**src/hdl/spe_pkg.sv**
```systemverilog
// Shared types, constants and helpers for the spline point evaluator.
`default_nettype none

package spe_pkg;

  // Default sizes handed to the top level
  localparam int MAX_KNOTS_DEF  = 64;
  localparam int COORD_BITS_DEF = 32;

  // Fixed field widths
  localparam int FIELD_BITS = 32;
  localparam int INDEX_BITS = 6;
  localparam int COUNT_BITS = 7;
  localparam int PARAM_BITS = 17;
  localparam int FRAC_BITS  = 16;

  // Blend weights: signed, split into a low unsigned and a high signed half
  localparam int WEIGHT_BITS = 52;
  localparam int WLO_BITS    = 26;
  localparam int MREG_BITS   = 50;

  // Shared multiplier operand widths
  localparam int MUL_A_BITS = 35;
  localparam int MUL_B_BITS = 27;
  localparam int MUL_P_BITS = MUL_A_BITS + MUL_B_BITS;

  localparam logic [PARAM_BITS-1:0] ONE_Q16 = 17'h10000;
  localparam int SHIFT_BEZIER  = 48;
  localparam int SHIFT_CATMULL = 49;

  // Sequencing lengths
  localparam int WSTEPS     = 6;
  localparam int BSTEPS     = 12;
  localparam int BLEND_TAPS = 4;

  // Codes
  localparam logic CMD_WRITE    = 1'b0;
  localparam logic CMD_EVAL     = 1'b1;
  localparam logic MODE_BEZIER  = 1'b0;
  localparam logic MODE_CATMULL = 1'b1;
  localparam logic REG_MODE     = 1'b0;
  localparam logic REG_KNOTS    = 1'b1;
  localparam logic [1:0] STATUS_OK    = 2'd0;
  localparam logic [1:0] STATUS_FEW   = 2'd1;
  localparam logic [1:0] STATUS_RANGE = 2'd2;

  typedef struct packed {
    logic                          command;
    logic [INDEX_BITS-1:0]         knot_index;
    logic signed [FIELD_BITS-1:0]  knot_x;
    logic signed [FIELD_BITS-1:0]  knot_y;
    logic signed [FIELD_BITS-1:0]  knot_z;
    logic [PARAM_BITS-1:0]         curve_param;
  } item_t;

  typedef struct packed {
    logic signed [FIELD_BITS-1:0] point_x;
    logic signed [FIELD_BITS-1:0] point_y;
    logic signed [FIELD_BITS-1:0] point_z;
    logic [1:0]                   status;
  } result_t;

  typedef enum logic [3:0] {
    OP_NONE, OP_LOAD, OP_CHECK, OP_PARAM, OP_SPLIT,
    OP_WMUL, OP_WFIN, OP_READ, OP_BLEND, OP_ROUND
  } dp_op_t;

  typedef struct packed {
    dp_op_t     op;
    logic [3:0] step;
    logic [1:0] knot;
  } dp_cmd_t;

  typedef struct packed {
    logic finish;
  } dp_stat_t;

  // Segment count (n-1)/3 for n-1 below 128: multiply by 43, drop 7 bits
  function automatic logic [5:0] div3(input logic [COUNT_BITS-1:0] x);
    logic [12:0] p;
    p = 13'(x) * 13'd43;
    return p[12:7];
  endfunction

endpackage

`default_nettype wire

```
**src/hdl/spe_ctrl.sv**
```systemverilog
// Sequencer for the spline point evaluator: steps the datapath through one item.
`default_nettype none

module spe_ctrl (
  input  wire logic              clk,
  input  wire logic              rst,
  input  wire logic              start,
  input  wire spe_pkg::dp_stat_t stat,
  output spe_pkg::dp_cmd_t       cmd,
  output logic                   busy,
  output logic                   done
);
  import spe_pkg::*;

  typedef enum logic [3:0] {
    S_IDLE, S_CHECK, S_PARAM, S_SPLIT, S_WMUL, S_WCAP,
    S_WFIN, S_READ, S_BLEND, S_DRAIN, S_ROUND
  } state_t;

  state_t     state;
  logic [3:0] step;
  logic [1:0] knot;

  // Decode the datapath command from the state
  always_comb begin
    cmd.step = step;
    cmd.knot = knot;
    unique case (state)
      S_IDLE:  cmd.op = start ? OP_LOAD : OP_NONE;
      S_CHECK: cmd.op = OP_CHECK;
      S_PARAM: cmd.op = OP_PARAM;
      S_SPLIT: cmd.op = OP_SPLIT;
      S_WMUL:  cmd.op = OP_WMUL;
      S_WFIN:  cmd.op = OP_WFIN;
      S_READ:  cmd.op = OP_READ;
      S_BLEND: cmd.op = OP_BLEND;
      S_ROUND: cmd.op = OP_ROUND;
      default: cmd.op = OP_NONE;
    endcase
  end

  // Advance state, counters and handshake outputs
  always_ff @(posedge clk) begin
    if (rst) begin
      state <= S_IDLE;
      step  <= '0;
      knot  <= '0;
      busy  <= 1'b0;
      done  <= 1'b0;
    end else begin
      done <= 1'b0;
      unique case (state)
        S_IDLE: begin
          if (start) begin
            busy  <= 1'b1;
            state <= S_CHECK;
          end
        end
        S_CHECK: begin
          if (stat.finish) begin
            done  <= 1'b1;
            busy  <= 1'b0;
            state <= S_IDLE;
          end else begin
            state <= S_PARAM;
          end
        end
        S_PARAM: state <= S_SPLIT;
        S_SPLIT: begin
          step  <= '0;
          state <= S_WMUL;
        end
        S_WMUL: begin
          if (step == 4'(WSTEPS - 1)) begin
            step  <= '0;
            state <= S_WCAP;
          end else begin
            step <= step + 4'd1;
          end
        end
        S_WCAP: state <= S_WFIN;
        S_WFIN: begin
          knot  <= '0;
          state <= S_READ;
        end
        S_READ: begin
          step  <= '0;
          state <= S_BLEND;
        end
        S_BLEND: begin
          if (step == 4'(BSTEPS - 1)) begin
            step <= '0;
            if (knot == 2'(BLEND_TAPS - 1)) begin
              state <= S_DRAIN;
            end else begin
              knot  <= knot + 2'd1;
              state <= S_READ;
            end
          end else begin
            step <= step + 4'd1;
          end
        end
        S_DRAIN: state <= S_ROUND;
        S_ROUND: begin
          done  <= 1'b1;
          busy  <= 1'b0;
          state <= S_IDLE;
        end
        default: state <= S_IDLE;
      endcase
    end
  end

  // A taken item makes the block busy on the next cycle
  a_accept_busy: assert property (@(posedge clk) disable iff (rst)
    (start && !busy) |=> busy)
    else $error("accepted beat did not raise busy");

  // One result per item: the strobe is never raised twice in a row
  a_done_single: assert property (@(posedge clk) disable iff (rst)
    done |=> !done)
    else $error("result strobe held longer than one cycle");

  // The block is free again while its result is shown
  a_done_free: assert property (@(posedge clk) disable iff (rst)
    done |-> (!busy && state == S_IDLE))
    else $error("result strobe while still busy");

endmodule

`default_nettype wire

```
**config.mk**
```make
export PLATFORM = sky130hd
export DESIGN_NAME = spe_ctrl
export DESIGN_NICKNAME = d
export VERILOG_FILES = /design/src/hdl/spe_pkg.sv /design/src/hdl/spe_ctrl.sv
export SDC_FILE = /design/constraint.sdc
export NUM_CORES = 1
export LEC_CHECK = 0
export BUFFER_PORTS_ARGS = -buffer_cell sky130_fd_sc_hd__buf_2
export CAP_MARGIN = 20
export CORE_MARGIN = 2
export CORE_UTILIZATION = 52
export CTS_CLUSTER_SIZE = 25
export DETAILED_ROUTE_END_ITERATION = 7
export GPL_TIMING_DRIVEN = 1
export PLACE_DENSITY = 0.76
export SLEW_MARGIN = 20
export SYNTH_ARGS = -nofsm -noshare
export SYNTH_HDL_FRONTEND = slang
export SYNTH_SLANG_ARGS = --single-unit
```
**constraint.sdc**
```tcl
create_clock -name clk -period 2.2 [get_ports clk]
set_input_delay 0.66 -clock clk [delete_from_list [all_inputs] [get_ports clk]]
set_output_delay 0.66 -clock clk [all_outputs]
set_load 0.02 [all_outputs]
```
==> Implementation_results.wiki, run 1 <==
{| class="wikitable"
! Metric !! Value
|-
| Hold WC Path Type || reg2reg
|-
| Share of Yosys cell area claimed by the top area cell type || 0.301
|-
| Number of storage elements in the synthesis netlist || 12
|-
| Final setup margin || 164 ps
|-
| Power density normalized to cell area || approximately 530 nW/um^2
|-
| Design internal power || ~0.00036 W
|-
| Number of antenna violations at the first check in global routing || 0
|-
| Min Clock Period, post-route || about 2000 ps
|-
| Total number of vias || 727
|-
| Worst Path Class, Setup || reg2out
|-
| Async set-reset flop share out of synthesis || 0
|-
| CTS Buffer Depth || 2
|-
| Combinational share of power || 0.145
|-
| Kind of start point of the critical path || register
|-
| Sort of element at the end of the critical path || output pin
|-
| Drt total wl || around 1.5 mm
|-
| TritonCTS clock tree || done
|-
| Number of antenna-violating nets in the routed design || 0
|-
| Root Driver || clkbuf_4
|-
| Largest fanout on the critical path || 10
|-
| Overflow left after global routing || 0
|-
| Via count of the first global-routing pass || slightly below 600
|-
| Status || complete, no violations
|-
| Power share of the clock group || 0.361
|-
| Arrival @ worst endpoint || ~1400 ps
|-
| Transition time at the pin with the least slew margin || just under 400 ps
|-
| Worst endpoint required time || 1540 ps
|-
| Endpoints failing setup || 0
|-
| Overall power of the completed layout || 0.000481 W
|-
| Register clock-pin slew on the reported worst setup and hold paths || about 80 ps
|-
| Vias per cell || roughly 5.6
|-
| Achievable clock frequency || a little under 0.5 GHz
|-
| Synth cell count leaders || 13 x nor2_1, 12 x dfxtp_1, 6 x a21oi_1, 6 x nand2b_1, 5 x inv_1
|-
| Core area || 1470 sq um
|-
| I/O pin total || 16
|-
| Unrepaired setup endpoints after global routing || false
|-
| Period utilisation layout || 0.925
|-
| Synth Warn # || 0
|-
| Total Neg Setup Slack || 0 ps
|-
| Max-slew violations || 0
|-
| Antenna diode instance count || 0
|-
| Switching Power || roughly 0.00012 W
|-
| Worst slew slack as a fraction of its limit || 0.735
|-
| Top-count cell post-synth || nor2_1
|-
| Die H || 43.2 um
|-
| Leakage dissipation || about 0.38 nW
|-
| Port Buffers || 15
|-
| Post-synth cell types || 39
|-
| Avg Synthesized Cell Area || between 8 and 9 sq um
|-
| Core Rows || 14
|-
| Max H-tree Level || 1
|-
| Pre-CTS setup slack || ~250 ps
|-
| Area added between synthesis and finish || 14.3%
|-
| Most used flip-flop cell after synthesis || dfxtp_1
|-
| Overall fraction of global-route tracks in use || 0.182
|-
| Post-synthesis instance area || between 700 and 800 sq um
|-
| Count of nets after finishing || between 100 and 150
|-
| First-pass GRT wire length || ~2.5 mm
|-
| Initial Util || 0.542
|-
| Die area || around 1900 sq um
|-
| Total count of hold-check failures in the final report || 0
|-
| Average wire per cell in the routed design || 12.0 um
|-
| Number of sinks handled by clock tree synthesis || 12
|-
| Cells after Synth || between 90 and 100
|-
| Max VDD drop || around 0.00036 V
|-
| Cell types occupying the most area after synthesis || dfxtp_1 30%, ha_1 6.3%, nor2_1 6.1%, nand2b_1 4.7%, xnor2_1 4.4%
|-
| Total iterations of the first detailed-routing run || 4
|-
| Number of setup buffers added after CTS || 0
|-
| Worst-Skew Late Latency || 270 ps
|-
| Width of the die || 43.2 um
|-
| Yosys top cell by area || dfxtp_1
|-
| Placed wire-length estimate || between 1 and 1.5 mm
|-
| Initial drt markers || 16
|-
| Switching fraction of total power || 0.259
|-
| Maximum number of pins on one net before global-route repair || 20
|-
| Register area share after synthesis || 0.301
|-
| Share of final-layout standard cells stronger than drive strength 1 || 0.257
|-
| Number of enable-type register cells in the synthesized netlist || 0
|-
| Drt drc || 0
|-
| Final worst clock skew || approximately 5.9 ps
|-
| Total CTS buffers || 3
|-
| Relative contribution of sequential cells to total power || 0.494
|-
| Final Wtd Congestion || between 0.8 and 0.9
|-
| Count of max-cap constraint violations || 0
|-
| Net count of the mapped netlist || 107
|}
## stage by stage
step	cells	hold slack (ps)	utilization	area, sq um
finish	129	497	0.619	911
global placement	125	485	0.593	872
CTS	129	499	0.618	910
global route	129	525	0.619	911
detailed placement	125	487	0.593	872
floorplan	99	563	-	797
## power by group through the flow
stage / logic [W] / clock network [W] / registers [W]
finish: 0.0000700 / 0.000174 / 0.000238
CTS: 0.0000702 / 0.000180 / 0.000237
detailed placement: 0.0000700 / 0 / 0.000242
floorplan: 0.0000582 / 0 / 0.000238
global placement: 0.0000694 / 0 / 0.000241
global route: 0.0000763 / 0.000194 / 0.000240
## cell usage in the layout, fill, tap and decap left out, types with 3 or more instances in the layout
master    count
buf_2        15
nor2_1       13
dfxtp_1      10
nand2b_1      6
a21oi_1       6
inv_1         5
nand2_1       4
xnor2_1       4
nand3_1       4
ha_1          4
nand3b_1      3
clkbuf_4      3
## worst max-delay path, cell delays in order, from the launching register on
cell and delay [ps]:
dfxtp_1 500, nand2b_1 140, a32oi_1 210, o22ai_1 90, buf_2 160
## metal layers
| layer | up-vias | GRT usage | part of all wire |
|---|---|---|---|
| met3 | 2 | 0.0766 | 0.076 |
| met5 | - | 0 | 0 |
| met4 | 0 | 0.0545 | 0.0026 |
| li1 | 375 | - | - |
| met2 | 24 | 0.245 | 0.42 |
| met1 | 326 | 0.260 | 0.50 |
## final cells by class
class                           count  area, sq um
Multi-Input combinational cell     75          503
Fill cell                         128          561
Timing Repair Buffer               17         90.1
Inverter                            5         18.8
Tap cell                           16         20.0
Clock buffer                        4         36.3
Sequential cell                    12          243
## registers in the layout, summed over array words and instances (netlist names)
signal and cells:
busy 1, done 1, knot 2, state 4, step 4
## path summary, 6_finish.rpt
kind,start,endpoint,slack (ps),depth (start not counted)
worst min-delay path,knot[1]$_SDFFE_PP0P_,knot[1]$_SDFFE_PP0P_,500,2
worst min register to register,knot[1]$_SDFFE_PP0P_,knot[1]$_SDFFE_PP0P_,500,2
worst max-delay path,state[1]$_SDFFE_PP0P_,cmd[6],160,4
worst max register to register,state[2]$_SDFFE_PP0P_,knot[0]$_SDFFE_PP0P_,320,4
## cell families after synthesis
logic type / Yosys count / share of synthesized area
buf+inv: 12 / 0.0675
xor+xnor: 5 / 0.0549
mux: 1 / 0.0188
simple gates: 44 / 0.314
flops: 12 / 0.301
compound gates: 21 / 0.181
fa+ha+maj: 4 / 0.0628
## what timing repair did
| item | in CTS | in global routing |
|---|---|---|
| endpoints found under the setup margin | 1 | 1 |
| pin swaps | 0 | 0 |
| hold buffers | 0 | 0 |
| gates resized for setup | 1 | 1 |
| gates cloned | 0 | 0 |
Power figures use the tool's default switching activity.
==> run 2: changes to the inputs <==
--- a/config.mk
+++ b/config.mk
@@ -8,11 +8,12 @@
 export BUFFER_PORTS_ARGS = -buffer_cell sky130_fd_sc_hd__buf_2
 export CAP_MARGIN = 20
 export CORE_MARGIN = 2
-export CORE_UTILIZATION = 52
+export CORE_UTILIZATION = 56
 export CTS_CLUSTER_SIZE = 25
 export DETAILED_ROUTE_END_ITERATION = 7
 export GPL_TIMING_DRIVEN = 1
-export PLACE_DENSITY = 0.76
+export HOLD_SLACK_MARGIN = 0.15
+export PLACE_DENSITY = 0.81
 export SLEW_MARGIN = 20
 export SYNTH_ARGS = -nofsm -noshare
 export SYNTH_HDL_FRONTEND = slang
==> constraint.sdc (replaced) <==
create_clock -name clk -period 2.61 [get_ports clk]
set_input_delay 0.783 -clock clk [delete_from_list [all_inputs] [get_ports clk]]
set_output_delay 0.783 -clock clk [all_outputs]
set_load 0.02 [all_outputs]
==> run 2 against run 1 <==
Combinational power decreased by 18%. Final cell count decreased by 3.1%. Hold slack got worse by 11 ps. Global-route usage is 1.5 points higher. Clock-buffer cell count shrank 1. Critical path type unchanged.
==> Implementation_results.wiki, run 2 (synthesized netlist as in run 1, its figures left out) <==
{| class="wikitable"
! Metric !! Value
|-
| Layout fillers || 103 (-20%)
|-
| I/O pin total || 16 (unchanged)
|-
| Reg-to-reg slack, setup || 580 ps (+260 ps)
|-
| Initial Util || 0.605 (+0.0633)
|-
| Total number of vias || 706 (-2.9%)
|-
| Largest registers || state x4, step x4, knot x2
|-
| First-pass GRT wire length || 2.65 mm (+5.2%)
|-
| Via count of the first global-routing pass || 617 (+6.4%)
|-
| Worst-Skew Late Latency || 280 ps (about the same)
|-
| Worst endpoint required time || 1830 ps (+290 ps)
|-
| Reg-to-reg startpoint || state[3]$_SDFFE_PP0P_
|-
| Worst min-delay path startpoint || knot[1]$_SDFFE_PP0P_
|-
| Hold WC Path Type || reg2reg
|-
| Vias per cell || 5.65 (+0.22%)
|-
| Number of antenna violations at the first check in global routing || 0 (unchanged)
|-
| Largest fanout on the critical path || 19 (+9)
|-
| Worst Hold Endpoint || knot[1]$_SDFFE_PP0P_
|-
| Arrival @ worst endpoint || 1550 ps (+170 ps)
|-
| CTS Buffer Depth || 2 (unchanged)
|-
| Width of the die || 41.7 um (-3.3%)
|-
| TritonCTS clock tree || done
|-
| Multi-input gate area in the final layout || 503 sq um (unchanged)
|-
| Hold buffer count at cts || 0 (unchanged)
|-
| Utilization of the core after routing || 0.667 (+0.0476)
|-
| Core Rows || 13 (-1)
|-
| Drt drc || 0 (unchanged)
|-
| Power density normalized to cell area || 421 nW/um^2 (-20%)
|-
| Endpoints failing setup || 0 (unchanged)
|-
| Overflow left after global routing || 0 (unchanged)
|-
| Maximum number of pins on one net before global-route repair || 20 (unchanged)
|-
| Die area || 1740 sq um (-6.5%)
|-
| Share of final-layout standard cells stronger than drive strength 1 || 0.218 (-0.0385)
|-
| Transition time at the pin with the least slew margin || 534 ps (+142 ps)
|-
| Area used by sequential logic in the layout || 240 sq um (-1.0%)
|-
| Total count of hold-check failures in the final report || 0 (unchanged)
|-
| Unrepaired setup endpoints after global routing || false
|-
| Count of max-cap constraint violations || 0 (unchanged)
|-
| Worst Path Class, Setup || reg2out
|-
| Total Neg Setup Slack || 0 ps (unchanged)
|-
| Leakage dissipation || 0.361 nW (-5.0%)
|-
| Number of setup buffers added after CTS || 0 (unchanged)
|-
| Worst setup startpoint || state[0]$_SDFFE_PP0P_
|-
| Overall fraction of global-route tracks in use || 0.197 (+0.0149)
|-
| Total CTS buffers || 3 (unchanged)
|-
| Average wire per cell in the routed design || 12.5 um (+4.2%)
|-
| Number of resized instances in the post-cts repair step || 0 (-1)
|-
| Antenna diode instance count || 0 (unchanged)
|-
| Worst slew slack as a fraction of its limit || 0.643 (-0.0913)
|-
| Register clock-pin slew on the reported worst setup and hold paths || 70 ps (about the same)
|-
| Final worst clock skew || 9.96 ps (+4.03 ps)
|-
| Period utilisation layout || 0.894
|-
| Endpoint of the worst register-to-register path || knot[0]$_SDFFE_PP0P_
|-
| Number of sinks handled by clock tree synthesis || 12 (unchanged)
|-
| Hold slack || 486 ps (-10.7 ps)
|-
| Initial drt markers || 24 (+8)
|-
| Count of nets after finishing || 120 (-1.6%)
|-
| Core area || 1320 sq um (-10%)
|-
| Min Clock Period, post-route || 2330 ps
|-
| Highest-count cells in the layout ignoring fill and taps || 15 x buf_2, 13 x nor2_1, 12 x dfxtp_1
|-
| Sort of element at the end of the critical path || output pin
|-
| Placed wire-length estimate || 1.14 mm (+4.3%)
|-
| Final Wtd Congestion || 0.877 (+7.4%)
|-
| Kind of start point of the critical path || register
|-
| Drt total wl || 1.56 mm (+0.97%)
|-
| Total iterations of the first detailed-routing run || 4 (unchanged)
|-
| Achievable clock frequency || approximately 0.43 GHz
|-
| Max H-tree Level || 1 (unchanged)
|-
| Area added between synthesis and finish || 10.2%
|-
| Depth of the worst register-to-register path || 4 (unchanged)
|-
| Number of antenna-violating nets in the routed design || 0 (unchanged)
|-
| Max VDD drop || 0.000357 V (-0.66%)
|-
| Root Driver || clkbuf_4
|-
| Die H || 41.7 um (-3.3%)
|-
| Max-slew violations || 0 (unchanged)
|-
| Port Buffers || 15 (unchanged)
|-
| Number of cells on the worst hold path || 2 (unchanged)
|-
| Status || complete, no violations
|-
| Most common cell after layout, fill and taps aside || buf_2
|}
-- run 2: per-stage QoR --
stage	instance area [sq um]	worst slack, ps	cells	total power [W]
2_1_floorplan	797	534	99	0.000250
3_3_place_gp	856	536	122	0.000261
3_5_place_dp	856	510	122	0.000263
4_1_cts	878	272	125	0.000372
5_1_grt	878	159	125	0.000385
6_report	878	276	125	0.000370
-- run 2: area by class of cell --
type                       instances  area share
clock buffer                       3      0.0256
tap                               15      0.0214
sequential                        12       0.274
inverter                           5      0.0214
timing repair buffer              15      0.0855
multi-input combinational         75       0.573
-- run 2: per-layer routing --
layer,track usage,part of all wire,vias up
li1,-,-,373
met2,0.284,0.45,18
met1,0.257,0.48,311
met3,0.0696,0.055,4
met5,0,0,-
met4,0.0968,0.019,0
-- run 2: where the power goes --
part,leakage [nW],switching (W),internal (W)
clock network,0.0138,0.0000575,0.0000534
logic,0.250,0.0000318,0.0000256
registers,0.0973,0.0000123,0.000189
total,0.361,0.000102,0.000268
-- run 2: how the worst max path moves through the flow --
stage | end | slack (ps) | cells after the start
floorplan | cmd[6] | 530 | 5
global placement | cmd[6] | 540 | 4
detailed placement | cmd[6] | 510 | 4
CTS | cmd[6] | 270 | 4
global route | cmd[6] | 160 | 4
finish | cmd[6] | 280 | 4
-- run 2: worst max-delay path, stage by stage (launching register included) --
cell      delay (ps)
dfxtp_1          620
nand2b_1         220
a32oi_1          110
o22ai_1          140
buf_2            190
==> run 3: changes to the inputs <==
--- a/config.mk
+++ b/config.mk
@@ -5,6 +5,7 @@
 export SDC_FILE = /design/constraint.sdc
 export NUM_CORES = 1
 export LEC_CHECK = 0
+export ABC_AREA = 1
 export BUFFER_PORTS_ARGS = -buffer_cell sky130_fd_sc_hd__buf_2
 export CAP_MARGIN = 20
 export CORE_MARGIN = 2
==> run 3 against run 2 <==
Clock-buffer cell count unchanged. Worst setup slack improved by 110 ps. Die area up 0.43%. Highest routed layer unchanged. Wire length grew 10%. Clock power hardly changed. Critical endpoint unchanged.
==> Implementation_results.wiki, run 3 <==
{| class="wikitable"
! Metric !! Value
|-
| Status || complete, no violations
|-
| Largest registers || state x4, step x4, knot x2
|-
| Total CTS buffers || 3 (unchanged)
|-
| Hold slack || 492 ps (+5.72 ps)
|-
| CTS Buffer Depth || 2 (unchanged)
|-
| Share of final-layout standard cells stronger than drive strength 1 || 0.193 (-0.0251)
|-
| Period utilisation layout || 0.852 (-0.0427)
|-
| Arrival @ worst endpoint || 1440 ps (-110 ps)
|-
| Sort of element at the end of the critical path || output pin
|-
| Worst Path Class, Setup || reg2out
|-
| Endpoints failing setup || 0 (unchanged)
|-
| Async set-reset flop share out of synthesis || 0 (unchanged)
|-
| Drt drc || 0 (unchanged)
|-
| Die H || 41.8 um (+0.22%)
|-
| Worst-Skew Late Latency || 270 ps (about the same)
|-
| Area added between synthesis and finish || 14.5%
|-
| Register clock-pin slew on the reported worst setup and hold paths || 70 ps (about the same)
|-
| Net count of the mapped netlist || 135 (+26%)
|-
| Yosys top cell by area || dfxtp_1
|-
| Max-slew violations || 0 (unchanged)
|-
| Initial Util || 0.608 (+0.00285)
|-
| Total Neg Setup Slack || 0 ps (unchanged)
|-
| Core area || 1320 sq um (unchanged)
|-
| Hold WC Path Type || reg2reg
|-
| Most used flip-flop cell after synthesis || dfxtp_1
|-
| Leakage dissipation || 0.529 nW (+47%)
|-
| Final Wtd Congestion || 0.921 (+5.0%)
|-
| Initial drt markers || 28 (+17%)
|-
| Drt total wl || 1.72 mm (+10%)
|-
| Total number of vias || 846 (+20%)
|-
| Vias per cell || 5.29 (-6.4%)
|-
| Post-Place Cell Area || 895 sq um (+4.5%)
|-
| Post-synthesis instance area || 801 sq um (+0.47%)
|-
| TritonCTS clock tree || done
|-
| Count of max-cap constraint violations || 0 (unchanged)
|-
| Most common cell after layout, fill and taps aside || nand2_1
|-
| Worst slew slack as a fraction of its limit || 0.820 (+0.177)
|-
| Maximum number of pins on one net before global-route repair || 9 (-55%)
|-
| Register area share after synthesis || 0.300 (-0.00141)
|-
| Count of nets after finishing || 155 (+29%)
|-
| Kind of start point of the critical path || register
|-
| Largest fanout on the critical path || 5 (-14)
|-
| Top-count cell post-synth || nand2_1
|-
| Achievable clock frequency || 0.450 GHz (+5.0%)
|-
| Root Driver || clkbuf_4
|-
| Number of antenna violations at the first check in global routing || 0 (unchanged)
|-
| Overall fraction of global-route tracks in use || 0.203 (+0.00665)
|-
| Avg Synthesized Cell Area || 6.31 sq um (-22%)
|-
| Highest-count cells in the layout ignoring fill and taps || 35 x nand2_1, 20 x nor2_1, 15 x inv_1, 15 x buf_2
|-
| Number of storage elements in the synthesis netlist || 12 (unchanged)
|-
| Final non-filler cell total || 160 (+28%)
|-
| Number of resized instances in the post-cts repair step || 0 (unchanged)
|-
| Placed wire-length estimate || 1.36 mm (+19%)
|-
| Average wire per cell in the routed design || 10.8 um (-14%)
|-
| Power density normalized to cell area || 483 nW/um^2 (+15%)
|-
| Overflow left after global routing || 0 (unchanged)
|-
| Unrepaired setup endpoints after global routing || false
|-
| Cells after Synth || 127 (+28%)
|-
| Post-synth cell types || 20 (-49%)
|-
| Total count of hold-check failures in the final report || 0 (unchanged)
|-
| Area used by sequential logic in the layout || 240 sq um (unchanged)
|-
| Final worst clock skew || 1.52 ps (-8.44 ps)
|-
| Width of the die || 41.8 um (+0.22%)
|-
| Max H-tree Level || 1 (unchanged)
|-
| Transition time at the pin with the least slew margin || 270 ps (-265 ps)
|-
| Number of enable-type register cells in the synthesized netlist || 0 (unchanged)
|-
| I/O pin total || 16 (unchanged)
|-
| Number of setup buffers added after CTS || 0 (unchanged)
|-
| Placed Instances || 157 (+29%)
|-
| Layout fillers || 125 (+21%)
|-
| First-pass GRT wire length || 2.80 mm (+5.7%)
|-
| Number of sinks handled by clock tree synthesis || 12 (unchanged)
|-
| Die area || 1750 sq um (+0.43%)
|-
| Number of antenna-violating nets in the routed design || 0 (unchanged)
|-
| Synth cell count leaders || 35 x nand2_1, 20 x nor2_1, 15 x inv_1
|-
| Hold buffer count at cts || 0 (unchanged)
|-
| Antenna diode instance count || 0 (unchanged)
|-
| Worst endpoint required time || 1830 ps (about the same)
|-
| Synth Warn # || 0 (unchanged)
|-
| Core Rows || 13 (unchanged)
|-
| Share of Yosys cell area claimed by the top area cell type || 0.300 (-0.00141)
|-
| Via count of the first global-routing pass || 680 (+10%)
|-
| Max VDD drop || 0.000337 V (-5.5%)
|-
| Total iterations of the first detailed-routing run || 4 (unchanged)
|-
| Port Buffers || 15 (unchanged)
|-
| Min Clock Period, post-route || 2220 ps (-112 ps)
|-
| Cell types occupying the most area after synthesis || dfxtp_1 30%, nand2_1 16%, nor2_1 9.4%, nand3_1 7.5%, inv_1 7.0%
|-
| Multi-input gate area in the final layout || 493 sq um (-2.0%)
|-
| Final design area excluding fillers || 917 sq um (+4.4%)
|}
## run 3: cell types whose count changed in the layout (fill, tap and decap cells not counted), sizes merged, moves of 4 or more
cell / change
nand2: +33
nand4: +4
inv: +13
xnor2: -4
nor2: +9
nand3: +10
nand2b: -6
## run 3: power by group
part / internal [W] / leakage [nW] / switching [W]
Clock: 0.0000534 / 0.0138 / 0.0000605
Sequential: 0.000194 / 0.0974 / 0.0000129
Combinational: 0.0000406 / 0.418 / 0.0000818
## run 3: path summary, 6_finish.rpt
kind	to	start	cells after the start	slack, ps
worst max-delay path	cmd[6]	state[2]$_SDFFE_PP0P_	7	390
worst max register to register	state[2]$_SDFFE_PP0P_	step[1]$_SDFFE_PP0P_	8	1160
worst min register to register	busy$_SDFFE_PP0P_	busy$_SDFFE_PP0P_	2	490
worst min-delay path	busy$_SDFFE_PP0P_	busy$_SDFFE_PP0P_	2	490
## run 3: cell type report
cell class / count / area share
Timing Repair Buffer: 15 / 0.0819
Clock buffer: 3 / 0.0246
Inverter: 18 / 0.0737
Multi-Input combinational cell: 97 / 0.538
Tap cell: 15 / 0.0205
Sequential cell: 12 / 0.262
## run 3: kinds of logic (layout without fill, tap and decap cells)
kind of cell / Yosys count / after routing / share of synthesized area
flip-flops: 12 / 12 / 0.300
buffers and inverters: 18 / 36 / 0.0844
adder cells (fa/ha/maj): 4 / 4 / 0.0625
AND/OR/NAND/NOR: 80 / 80 / 0.463
XOR/XNOR: 1 / 1 / 0.0109
AO/OA/AOI/OAI: 12 / 12 / 0.0797
## run 3: through the flow
stage	util	setup WS, ps	power, W
3_3_place_gp	0.679	576	0.000330
5_1_grt	0.696	255	0.000464
3_5_place_dp	0.679	571	0.000332
4_1_cts	0.696	390	0.000444
2_1_floorplan	-	713	0.000298
6_report	0.696	387	0.000443
## run 3: layer usage
| metal | wire length [um] | track usage | share of wire | up-vias |
|---|---|---|---|---|
| met3 | 74 | 0.0261 | 0.043 | 7 |
| met4 | 38 | 0.0581 | 0.022 | 0 |
| li1 | - | - | - | 441 |
| met1 | 860 | 0.287 | 0.50 | 379 |
| met2 | 747 | 0.322 | 0.43 | 19 |
| met5 | 0 | 0 | 0 | - |
## run 3: critical path, cell delays in order (launching register included)
cell and delay [ps]:
dfxtp_1 450, inv_2 70, nor2_2 200, nand2_2 120
inv_1 70, nor2_1 40, nand4_1 60, buf_2 160
